### config.mk
export PLATFORM = sky130hd
export DESIGN_NAME = dtfb_ctrl
export DESIGN_NICKNAME = d
export VERILOG_FILES = /design/src/hw/rtl/dtfb_pkg.sv /design/src/hw/rtl/dtfb_ctrl.sv
export SDC_FILE = /design/constraint.sdc
export NUM_CORES = 1
export LEC_CHECK = 0
export ABC_CLOCK_PERIOD_IN_PS = 1000
export BUFFER_PORTS_ARGS = -buffer_cell sky130_fd_sc_hd__buf_2
export CORE_AREA = 2 2 39 41
export CTS_BUF_LIST = sky130_fd_sc_hd__clkbuf_4 sky130_fd_sc_hd__clkbuf_8 sky130_fd_sc_hd__clkbuf_16
export DETAILED_ROUTE_END_ITERATION = 8
export DIE_AREA = 0 0 41 43
export HOLD_SLACK_MARGIN = 0.03
export PLACE_DENSITY = 0.49
export SYNTH_ARGS = -nofsm -noshare
export SYNTH_HDL_FRONTEND = slang
export SYNTH_SLANG_ARGS = --single-unit
### constraint.sdc
create_clock -name clk -period 1 [get_ports clk]
set_input_delay 0.1 -clock clk [delete_from_list [all_inputs] [get_ports clk]]
set_output_delay 0.1 -clock clk [all_outputs]
set_load 0.05 [all_outputs]
### src/hw/rtl/dtfb_pkg.sv
// Package for the depth-tested fill and blend engine.
// Holds the opcode and register codes, geometry widths and the blend function.
// No dependencies.
package dtfb_pkg;

    // Default framebuffer limits
    localparam int MAX_WIDTH_DEF  = 256;
    localparam int MAX_HEIGHT_DEF = 256;

    // Field widths
    localparam int GW         = 14;  // signed geometry math
    localparam int DIM_W      = 11;  // frame dimension up to 1024
    localparam int CFG_IDX_W  = 3;
    localparam int CFG_DATA_W = 12;
    localparam int PIX_W      = 40;  // {layer, argb}

    typedef enum logic [1:0] {
        OP_CLEAR = 2'd0,
        OP_RECT  = 2'd1,
        OP_TRI   = 2'd2,
        OP_READ  = 2'd3
    } op_t;

    localparam logic [1:0] DIR_DOWN = 2'd0;
    localparam logic [1:0] DIR_UP   = 2'd1;
    localparam logic [1:0] DIR_LEFT = 2'd2;

    localparam logic [CFG_IDX_W-1:0] CFG_FRAME_WIDTH  = 3'd0;
    localparam logic [CFG_IDX_W-1:0] CFG_FRAME_HEIGHT = 3'd1;
    localparam logic [CFG_IDX_W-1:0] CFG_CLIP_LEFT    = 3'd2;
    localparam logic [CFG_IDX_W-1:0] CFG_CLIP_TOP     = 3'd3;
    localparam logic [CFG_IDX_W-1:0] CFG_CLIP_SPAN_X  = 3'd4;
    localparam logic [CFG_IDX_W-1:0] CFG_CLIP_SPAN_Y  = 3'd5;

    localparam logic [8:0]  FRAME_DIM_RST = 9'd256;
    localparam logic [11:0] CLIP_SPAN_RST = 12'd257;
    localparam logic [31:0] CLEAR_COLOR   = 32'hFFFF_FFFF;

    // Controller to datapath commands
    typedef struct packed {
        logic load;
        logic setup;
        logic prep;
        logic walk;
        logic clear;
        logic rd_issue;
        logic out_load;
    } cmd_t;

    // Datapath to controller status
    typedef struct packed {
        op_t  op;
        logic empty;
        logic walk_last;
        logic clear_none;
        logic clear_last;
        logic out_free;
    } status_t;

    // (s*a + d*(255-a)) / 255, truncated; exact for 16-bit sums
    function automatic logic [7:0] mix(input logic [7:0] s, input logic [7:0] d,
                                       input logic [7:0] a);
        logic [15:0] v;
        logic [16:0] t;
        v = 16'(s * a) + 16'(d * (8'd255 - a));
        t = 17'(v) + 17'd1 + 17'(v[15:8]);
        return t[15:8];
    endfunction

endpackage

### src/hw/rtl/dtfb_ctrl.sv
// Controller: sequences setup, pixel walk, clear sweep, read and result.
// Depends on dtfb_pkg.
module dtfb_ctrl (
    input  logic              clk,
    input  logic              rst_n,
    input  logic              in_valid,
    output logic              in_ready,
    input  dtfb_pkg::status_t status,
    output dtfb_pkg::cmd_t    cmd
);
    typedef enum logic [2:0] {
        S_IDLE,
        S_SETUP,
        S_PREP,
        S_WALK,
        S_CLEAR,
        S_RDISSUE,
        S_RESP
    } state_t;

    state_t state_reg, state_next;

    // Next state
    always_comb
    begin
        state_next = state_reg;
        unique case (state_reg)
            S_IDLE:    if (in_valid) state_next = S_SETUP;
            S_SETUP:   state_next = S_PREP;
            S_PREP:
            begin
                unique case (status.op)
                    dtfb_pkg::OP_CLEAR: state_next = status.clear_none ? S_RESP : S_CLEAR;
                    dtfb_pkg::OP_READ:  state_next = S_RDISSUE;
                    default:            state_next = status.empty ? S_RESP : S_WALK;
                endcase
            end
            S_WALK:    if (status.walk_last) state_next = S_RESP;
            S_CLEAR:   if (status.clear_last) state_next = S_RESP;
            S_RDISSUE: state_next = S_RESP;
            S_RESP:    if (status.out_free) state_next = S_IDLE;
            default:   state_next = S_IDLE;
        endcase
    end

    always_ff @(posedge clk or negedge rst_n)
    begin
        if (!rst_n)
        begin
            state_reg <= S_IDLE;
        end
        else
        begin
            state_reg <= state_next;
        end
    end

    // Command decode
    assign in_ready     = (state_reg == S_IDLE);
    assign cmd.load     = in_ready && in_valid;
    assign cmd.setup    = (state_reg == S_SETUP);
    assign cmd.prep     = (state_reg == S_PREP);
    assign cmd.walk     = (state_reg == S_WALK);
    assign cmd.clear    = (state_reg == S_CLEAR);
    assign cmd.rd_issue = (state_reg == S_RDISSUE);
    assign cmd.out_load = (state_reg == S_RESP) && status.out_free;
endmodule

### Word-level counts from Yosys, hierarchy flattened

Cells that the tools add are included.

* add/sub/neg operators: 0
* $mul: 0
* divide/modulo/power cells: 0
* magnitude comparators: 0
* equal/unequal tests: 11
* shifts and indexed selects: 0
* mux-type cells: 8
* bitwise gates (word level): 0
* reductions and logical operators: 5

Operator list (count)
* $pmux 3 s7: 1
* $mux 3: 5
* $eq 3x3->1 const B: 3
* $ne 2x2->1 const B: 4
* $eq 3x2->1 const B: 2
* $pmux 3 s2: 1
* $reduce_and 4->1: 1
* $eq 3x1->1 const B: 1
* $logic_not 3->1: 1
* $eq 2x2->1 const B: 1
* $logic_and 1x1->1: 2
* $logic_not 2->1: 1
* $mux 2: 1

* register bits after elaboration: 3
* bits in latches: 0
* bits in writable memories: 0
* memory bits (read-only): 0
* bits of input ports: 10
* output and inout port bits: 8
* word-level logic and storage cells: 25
* memories: 0

### Depth between registers and ports, before layout

Gate-level depths: netlist of the first run.

* depth after elaboration: 3
* depth in mapped cells: 5
* depth with buffers taken out: 5

### Worst setup path after synthesis of the first run

No wires, ideal clock.

* path kind: register -> output
* start point: register state_reg[1]
* end point: output port cmd[6] (netlist bit)
* arrival time: 1752 ps
* required time: 900 ps
* setup slack: -852 ps
* stages on the path, launching flop included: 4
* buffers on the path: 1
* cell sequence: dfrtp_1 -> buf_4 -> nor3_2 -> and2_1

RTL lines
* start, declared: RTL line dtfb_ctrl.sv:21 `state_t state_reg, state_next;`
* start signal, assigned: RTL line dtfb_ctrl.sv:54 `state_reg <= state_next;`
* end, declared: RTL line dtfb_ctrl.sv:9 `output dtfb_pkg::cmd_t cmd`

==> results.toml, run 1 <==
[outcome]
status = "finished, violations left"
failed_checks = "negative setup slack"

[sta]
skew_ns = 0.0005989
layout_min_cycle_time_ns = 1.337
finalMaxSlewViolations = 0
finalSetupTns_ns = -2.864
maxSlewHeadroom_pct = 85.28
hold_violations = 0
period_share_pct = 133.7
setup_violations = 11
worstMarginPinSlew_ns = 0.2207
rsz0062_at_grt = "yes"
clock.fmax_mhz = 747.7
setup_ws_ns = -0.3374

[routing]
routedWlPerCell_um = 9.976
drc = 0
dr.pass1.iters = 2
drtAntennaViolNets = 0
dr_total_vias = 363
drt_iter0_markers = 6
wirelength_um = 818
via_per_inst = 4.427

[synthesis]
synth_edf_count = 0
async_reset_ff_share_pct = 100.0
ys_types = 20
ys_seq_elements = 3
synth_top_area_cell = "dfrtp_1"
synth_area_leaders = "dfrtp_1 25%, ha_1 8.4%, nand2_1 6.3%"
synthTopCellsByCount = "5 x nand2_1, 3 x dfrtp_1, 3 x inv_1"
synth_cells = 35
synth_area_per_cell_um2 = 8.472
synth_nets = 47
yosysWarningCount = 0
synth_top_area_share_pct = 25.32
synth.most_common_cell = "nand2_1"
netlist_area_um2 = 296.5
synth_flop_cell = "dfrtp_1"
synth_seq_area_share_pct = 25.32

[die]
die_x_um = 41
initial_core_util_pct = 21.43
num_io_pins = 18
die_h_um = 43
rows = 14
dieArea_um2 = 1763
core_area_um2 = 1384

[hold_path]
hold_end = "state_reg[0]"
hold_path_depth = 3
hold_path.class = "in2reg"
hold_path.startpoint = "in_valid"

[global_route]
grt_pass1_vias = 337
grtUsageTotal_pct = 11.86
grt_max_degree = 8
grt.overflow.total = 0
antenna_found_initial = 0
grt_pass1_wl_mm = 1.359

[cells_and_area]
area_delta_synth_final_pct = 122.4
largest_reg_flops = 3
multi_input_area_um2 = 242.7
final-seq-area_um2 = 78.83
diodes = 0
nets = 79
drive_gt1_share_pct = 72.73
fill_cells = 139

[clock_tree]
clock_sinks = 3
path_clk_slew_ns = 0.04
root_buffer = "clkbuf_4"
clockBufferDepth = 2
clk_latency_ns = 0.23
cts_tree = "yes"
htree_levels = 1
numCtsBuffers = 3

[setup_path]
crit_type = "reg2out"
critPathLaunchType = "register"
critical_path_required_ns = 0.90
crit_arrival_ns = 1.24
slowest_delay_ns = 0.46
cpLargestDelayFamily = "flip-flops"
worstSetupEndpointType = "output port"
crit_slowest_cell = "dfrtp_2"
cp.buffers_inverters = 1
critical_path.max_fanout = 7
cp.depth = 3
reg2reg_depth = 5
path_cells = "nor3_4, and2_4, buf_8"
r2r-end = "state_reg[0]"
rr_startpoint = "state_reg[2]"
reg2reg_slack_ns = -0.17

[place]
dpl.hpwl_um = 630.6
gp_congestion = 0.6998
port_buffers = 17
place_ws_ns = -0.2138

[pwr]
ir_drop_uv = 964.4
power_uw = 2237
p_leak_uw = 0.0003244
p_per_area_nw_per_um2 = 3393

[run]
maxCapViolCount = 0
==> logic make-up (layout without fill, tap and decap cells) <==
group / count (synthesis) / after routing / synth area share, %
DFF: 3 / 3 / 25.32
adders and majority gates: 2 / 2 / 8.437
buffers and inverters: 6 / 37 / 12.66
AOI/OAI and AO/OA: 8 / 8 / 19.41
and+or+nand+nor: 16 / 16 / 34.18
==> layer usage <==
layer  global-route usage, %  vias to the layer above  part of all wire (%)
met1                   13.23                      168                    39
li1                        -                      185                     -
met5                       0                        -                     0
met2                   17.50                       10                    55
met4                   10.00                        0                     0
met3                   3.141                        0                   5.6
==> placed cells by master (no fill, tap or decap) <==
cell	count
buf_6	13
buf_2	9
nand2_1	5
clkbuf_4	4
buf_4	4
inv_1	3
nor3b_4	3
buf_8	3
dfrtp_2	3
and2_4	2
o211ai_1	2
ha_1	2
and3b_2	1
nor2b_2	1
nor3_4	1
and4b_2	1
nor2_2	1
o21ai_1	1
a32o_1	1
a32oi_2	1
nor2_1	1
a21oi_1	1
a211o_1	1
a21oi_2	1
dlygate4sd3_1	1
==> area by class of cell <==
class	count	area share, %
Sequential cell	3	11.95
Multi-Input combinational cell	26	36.81
Clock buffer	4	4.554
Timing Repair Buffer	30	41.94
Inverter	3	1.708
Tap cell	16	3.036
==> metrics by stage <==
stage,std cells,util (%),cell area [um^2],hold slack [ns]
6_report,82,47.65,659.4,0.1075
5_1_grt,82,47.65,659.4,0.1207
4_1_cts,82,45.21,625.6,0.09625
3_5_place_dp,75,34.81,481.7,-0.1025
3_3_place_gp,75,34.81,481.7,-0.1006
2_1_floorplan,35,-,331.6,-0.1956
==> worst register-to-register path, delay by kind of cell, from the launching register on <==
| kind | cells | cell delay, ns |
|---|---|---|
| buffers and inverters | 2 | 0.28 |
| AND/OR/NAND/NOR | 2 | 0.28 |
| AO/OA/AOI/OAI | 1 | 0.09 |
| flip-flops | 1 | 0.46 |
==> timing repair <==
item | CTS | global route
pin swaps | 8 | 6
setup buffers | 4 | 2
resized for setup | 28 | 8
endpoints found under the setup margin | 11 | 11
hold buffers | 1 | 0
endpoints found under the hold margin | 3 | 0
==> worst max path at each step <==
stage	from	end
floorplan	state_reg[2]	cmd[6]
global placement	state_reg[1]	cmd[3]
detailed placement	state_reg[1]	cmd[3]
CTS	state_reg[2]	cmd[4]
global route	state_reg[2]	cmd[6]
finish	state_reg[2]	cmd[6]
==> power breakdown <==
| part | switching, uW | internal [uW] | total [uW] |
|---|---|---|---|
| Clock | 64.4 | 177 | 241 |
| Sequential | 146 | 192 | 339 |
| Combinational | 782 | 875 | 1660 |
| Total | 993 | 1240 | 2240 |
(Power assumes the default switching activity.)
==> run 2: changes to the inputs <==
--- a/config.mk
+++ b/config.mk
@@ -12,7 +12,6 @@
 export DETAILED_ROUTE_END_ITERATION = 8
 export DIE_AREA = 0 0 41 43
 export HOLD_SLACK_MARGIN = 0.03
-export PLACE_DENSITY = 0.49
 export SYNTH_ARGS = -nofsm -noshare
 export SYNTH_HDL_FRONTEND = slang
 export SYNTH_SLANG_ARGS = --single-unit
==> results.toml, run 2 (synthesis gave the netlist of run 1 again) <==
[die]
dieArea_um2 = 1763
die_x_um = 41
rows = 14
die_h_um = 43
initial_core_util_pct = 21.43
num_io_pins = 18
core_area_um2 = 1384

[setup_path]
critical_path_required_ns = 0.90
reg2reg_depth = 5
r2r-end = "state_reg[2]"
cp.buffers_inverters = 1
cpLargestDelayFamily = "flip-flops"
critPathLaunchType = "register"
crit_slowest_cell = "dfrtp_2"
crit_arrival_ns = 1.23
slowest_delay_ns = 0.45
critical_path.max_fanout = 5
worstSetupEndpointType = "output port"
crit_type = "reg2out"
reg2reg_slack_ns = -0.24
path_cells = "nor3_4, and2_4, buf_8"
rr_startpoint = "state_reg[0]"

[routing]
routedWlPerCell_um = 10.32
dr_total_vias = 382
via_per_inst = 4.548
drtAntennaViolNets = 0
drt_iter0_markers = 4
drc = 0
wirelength_um = 867
dr.pass1.iters = 3

[global_route]
grtUsageTotal_pct = 12.56
antenna_found_initial = 0
grt_pass1_vias = 383
gr-usage-met1_pct = 13.23
busiest_layer = "met2"
globalRouteMet3Util_pct = 0.5236
grt.overflow.total = 0
grt_pass1_wl_mm = 1.421
gr-usage-met2_pct = 19.38
grt_max_degree = 9

[run]
maxCapViolCount = 0

[sta]
rsz0062_at_grt = "yes"
layout_min_cycle_time_ns = 1.325
finalMaxSlewViolations = 0
hold_violations = 0
setup_ws_ns = -0.3251
worstMarginPinSlew_ns = 0.1798
skew_ns = 0.003104
maxSlewHeadroom_pct = 87.96
period_share_pct = 132.5
hold_slack_ns = 0.1001
clock.fmax_mhz = 754.6
setup_violations = 11

[hold_path]
hold_end = "state_reg[0]"
hold_path.class = "in2reg"
hold_path.startpoint = "in_valid"
hold_path_depth = 3

[place]
placed_cell_area_um2 = 459.2
placedCellCount = 72
gp_congestion = 0.6741
dpl.hpwl_um = 597.4
port_buffers = 17
place_ws_ns = -0.2163

[clock_tree]
root_buffer = "clkbuf_4"
numCtsBuffers = 3
htree_levels = 1
clock_sinks = 3
path_clk_slew_ns = 0.04
clockBufferDepth = 2
clk_latency_ns = 0.24
cts_tree = "yes"

[pwr]
power_frac_seq_pct = 14.9
p_per_area_nw_per_um2 = 3415
sw_frac_of_total_pct = 43.99
clockPowerShare_pct = 11.0
p_comb_share_pct = 74.1
ir_drop_uv = 1320
p_leak_uw = 0.0003229
p_switching_uw = 973.8
intPower_uw = 1240

[cells_and_area]
nets = 81
area_delta_synth_final_pct = 118.6
multi_input_area_um2 = 231.5
final-seq-area_um2 = 78.83
final_cell_mix = "11 x buf_6, 9 x buf_2, 9 x buf_4, 4 x nand2_1, 4 x clkbuf_4"
diodes = 0
drive_gt1_share_pct = 73.53
instances_no_fill = 84
final_common_cell = "buf_6"
fill_cells = 137
largest_reg_flops = 3
fin_area_um2 = 648.1

[outcome]
status = "finished, violations left"
failed_checks = "negative setup slack"
run 2: cell count changes in the layout (fill, tap and decap cells not counted), sizes merged:
| cell | before | now |
|---|---|---|
| buf | 29 | 31 |
run 2: worst max path at each step:
stage	from	slack, ns	cells after the start	to
2_1_floorplan	state_reg[2]	-0.45	3	cmd[6]
5_1_grt	state_reg[2]	-0.38	3	cmd[6]
4_1_cts	state_reg[1]	-0.34	3	cmd[2]
3_3_place_gp	state_reg[2]	-0.21	3	cmd[4]
3_5_place_dp	state_reg[2]	-0.22	3	cmd[4]
6_report	state_reg[2]	-0.33	3	cmd[6]
run 2: cell type report:
type | count | share of cell area, %
timing repair buffer | 32 | 42.66
multi-input combinational | 26 | 35.71
tap | 16 | 3.089
sequential | 3 | 12.16
inverter | 3 | 1.737
clock buffer | 4 | 4.633
run 2: repair_timing:
action,CTS,global route
buffers inserted,4,3
hold buffers,1,0
gates resized for setup,23,7
hold endpoints to repair,3,0
pin swaps,5,5
endpoints found under the setup margin,11,11
run 2: per-stage QoR:
stage | power, uW | utilization, % | TNS, ns
2_1_floorplan | 1166 | - | -2.037
6_report | 2214 | 46.84 | -2.947
3_5_place_dp | 1440 | 33.18 | -1.772
3_3_place_gp | 1429 | 33.18 | -1.687
4_1_cts | 2029 | 43.31 | -2.843
5_1_grt | 2342 | 46.84 | -3.467
run 2: power by group through the flow:
stage                     registers, uW  clock network (uW)  logic [uW]
after detailed placement            331                   0        1110
after floorplan                     226                   0         940
after global routing                346                 263        1730
after CTS                           326                 250        1450
after global placement              326                   0        1100
final                               329                 243        1640
run 2: worst min-delay path, cell delays in order:
cell	delay, ns
buf_2	0.09
a32oi_1	0.06
nand2_1	0.06
run 2: metal layers:
metal	vias to the layer above	part of all wire (%)
met5	-	0
met4	0	3.3
met3	4	5.5
met2	16	54
met1	172	37
li1	190	-
==> run 3: changes to the inputs <==
==> constraint.sdc (replaced) <==
create_clock -name clk -period 1 [get_ports clk]
set_input_delay 0 -clock clk [delete_from_list [all_inputs] [get_ports clk]]
set_output_delay 0 -clock clk [all_outputs]
set_load 0.05 [all_outputs]
==> results.toml, run 3 (synthesis gave the netlist of run 1 again) <==
[outcome]
failed_checks = "negative setup slack"
status = "finished, violations left"

[cells_and_area]
final_common_cell = "buf_2"
fill_cells = 133
final-seq-area_um2 = 78.83
largest_reg_flops = 3
fin_area_um2 = 603.1
area_delta_synth_final_pct = 103.4
nets = 77
drive_gt1_share_pct = 67.19
final_cell_mix = "9 x buf_2, 8 x buf_6, 7 x buf_4, 5 x nand2_1, 4 x clkbuf_4"
diodes = 0
multi_input_area_um2 = 225.2

[global_route]
grt.overflow.total = 0
busiest_layer = "met2"
gr-usage-met2_pct = 18.44
gr-usage-met1_pct = 13.27
globalRouteMet3Util_pct = 3.665
grt_pass1_wl_mm = 1.414
grt_pass1_vias = 340
grt_max_degree = 7
antenna_found_initial = 0
grtUsageTotal_pct = 12.27

[die]
num_io_pins = 18
core_area_um2 = 1384
dieArea_um2 = 1763
rows = 14
die_h_um = 43
initial_core_util_pct = 21.43
die_x_um = 41

[setup_path]
critPathLaunchType = "register"
critical_path_required_ns = 1.00
crit_type = "reg2out"
cp.buffers_inverters = 2
cpLargestDelayFamily = "flip-flops"
slowest_delay_ns = 0.44
critical_path.max_fanout = 6
crit_slowest_cell = "dfrtp_2"
path_cells = "buf_6, and4b_2, buf_8"
reg2reg_depth = 5
crit_arrival_ns = 1.25
worstSetupEndpointType = "output port"
cp.depth = 3

[clock_tree]
cts_tree = "yes"
numCtsBuffers = 3
clock_sinks = 3
root_buffer = "clkbuf_4"
path_clk_slew_ns = 0.04
htree_levels = 1
clockBufferDepth = 2
clk_latency_ns = 0.24

[routing]
dr_total_vias = 353
drc = 0
drt_iter0_markers = 5
dr.pass1.iters = 4
wirelength_um = 856
drtAntennaViolNets = 0
routedWlPerCell_um = 10.70
via_per_inst = 4.413

[sta]
layout_min_cycle_time_ns = 1.251
setup_ws_ns = -0.2511
finalMaxSlewViolations = 0
worstMarginPinSlew_ns = 0.1992
period_share_pct = 125.1
rsz0062_at_grt = "yes"
setup_violations = 11
maxSlewHeadroom_pct = 86.71
clock.fmax_mhz = 799.3
skew_ns = 0.003088
hold_violations = 0

[pwr]
p_leak_uw = 0.0002995
p_per_area_nw_per_um2 = 3317
ir_drop_uv = 1473
p_comb_share_pct = 71.4
intPower_uw = 1062
clockPowerShare_pct = 12.4
power_frac_seq_pct = 16.2
sw_frac_of_total_pct = 46.91
p_switching_uw = 938.3

[place]
gp_congestion = 0.6009
placed_cell_area_um2 = 449.2
port_buffers = 17
dpl.hpwl_um = 616.7
place_ws_ns = -0.1665

[hold_path]
hold_path_depth = 4
hold_path.class = "in2reg"

[run]
maxCapViolCount = 0
run 3: cell count changes in the layout (fill, tap and decap cells not counted):
| cell | change |
|---|---|
| nor2_1 | +1 |
| buf_4 | -2 |
| dlygate4sd3_1 | +1 |
| nand2_1 | +1 |
| nor2_2 | -1 |
| buf_6 | -3 |
| and2_4 | -1 |
| nand2_2 | -1 |
| and2_2 | +1 |
run 3: path summary, 6_finish.rpt:
check	start	endpoint	slack (ns)
min in group asynchronous	rst_n	state_reg[0]	0.08
max in group asynchronous	rst_n	state_reg[1]	0.80
hold / removal	status[4]	state_reg[0]	0.06
setup reg to reg	state_reg[0]	state_reg[0]	-0.16
setup / recovery	state_reg[0]	cmd[0]	-0.25
hold reg to reg	state_reg[1]	state_reg[1]	0.67
run 3: stage by stage:
stage               instances  power, uW  utilization [%]  setup TNS (ns)  hold WS [ns]
floorplan                  35       1153                -          -1.537       -0.2956
global placement           71       1374            32.46          -1.084       -0.2004
detailed placement         71       1395            32.46          -1.233       -0.2013
CTS                        80       1962            42.59          -2.269       0.05473
global route               80       2106            43.58          -2.576       0.07193
finish                     80       2000            43.58          -2.107       0.06249
run 3: final cells by class:
cell class / instances / area share [%]
clock buffers: 4 / 4.979
multi-input cells: 26 / 37.34
repair buffers: 28 / 39.42
well taps: 16 / 3.320
inverters: 3 / 1.867
flip-flops and latches: 3 / 13.07
run 3: metal layers:
metal / wire length [um] / up-vias
met2: 435 / 17
met4: 19 / 0
met5: 0 / -
met1: 341 / 154
li1: - / 180
met3: 59 / 2
run 3: power by group through the flow:
stage	registers, uW	logic, uW	clock network (uW)
finish	324	1430	248
global route	339	1510	258
CTS	318	1390	251
detailed placement	324	1070	0
global placement	320	1050	0
floorplan	223	930	0
run 3: worst register-to-register path, delay by kind of cell, from the launching register on:
family / cells / cell delay [ns]
and+or+nand+nor: 2 / 0.29
AOI/OAI and AO/OA: 1 / 0.07
buffers and inverters: 2 / 0.30
DFF: 1 / 0.44
run 3: repair_timing:
| item | CTS | global route |
|---|---|---|
| hold buffers | 2 | 0 |
| endpoints found under the setup margin | 11 | 11 |
| pin swaps | 2 | 5 |
| gates resized for setup | 24 | 4 |
| endpoints found under the hold margin | 4 | 0 |
| buffers inserted | 3 | 0 |
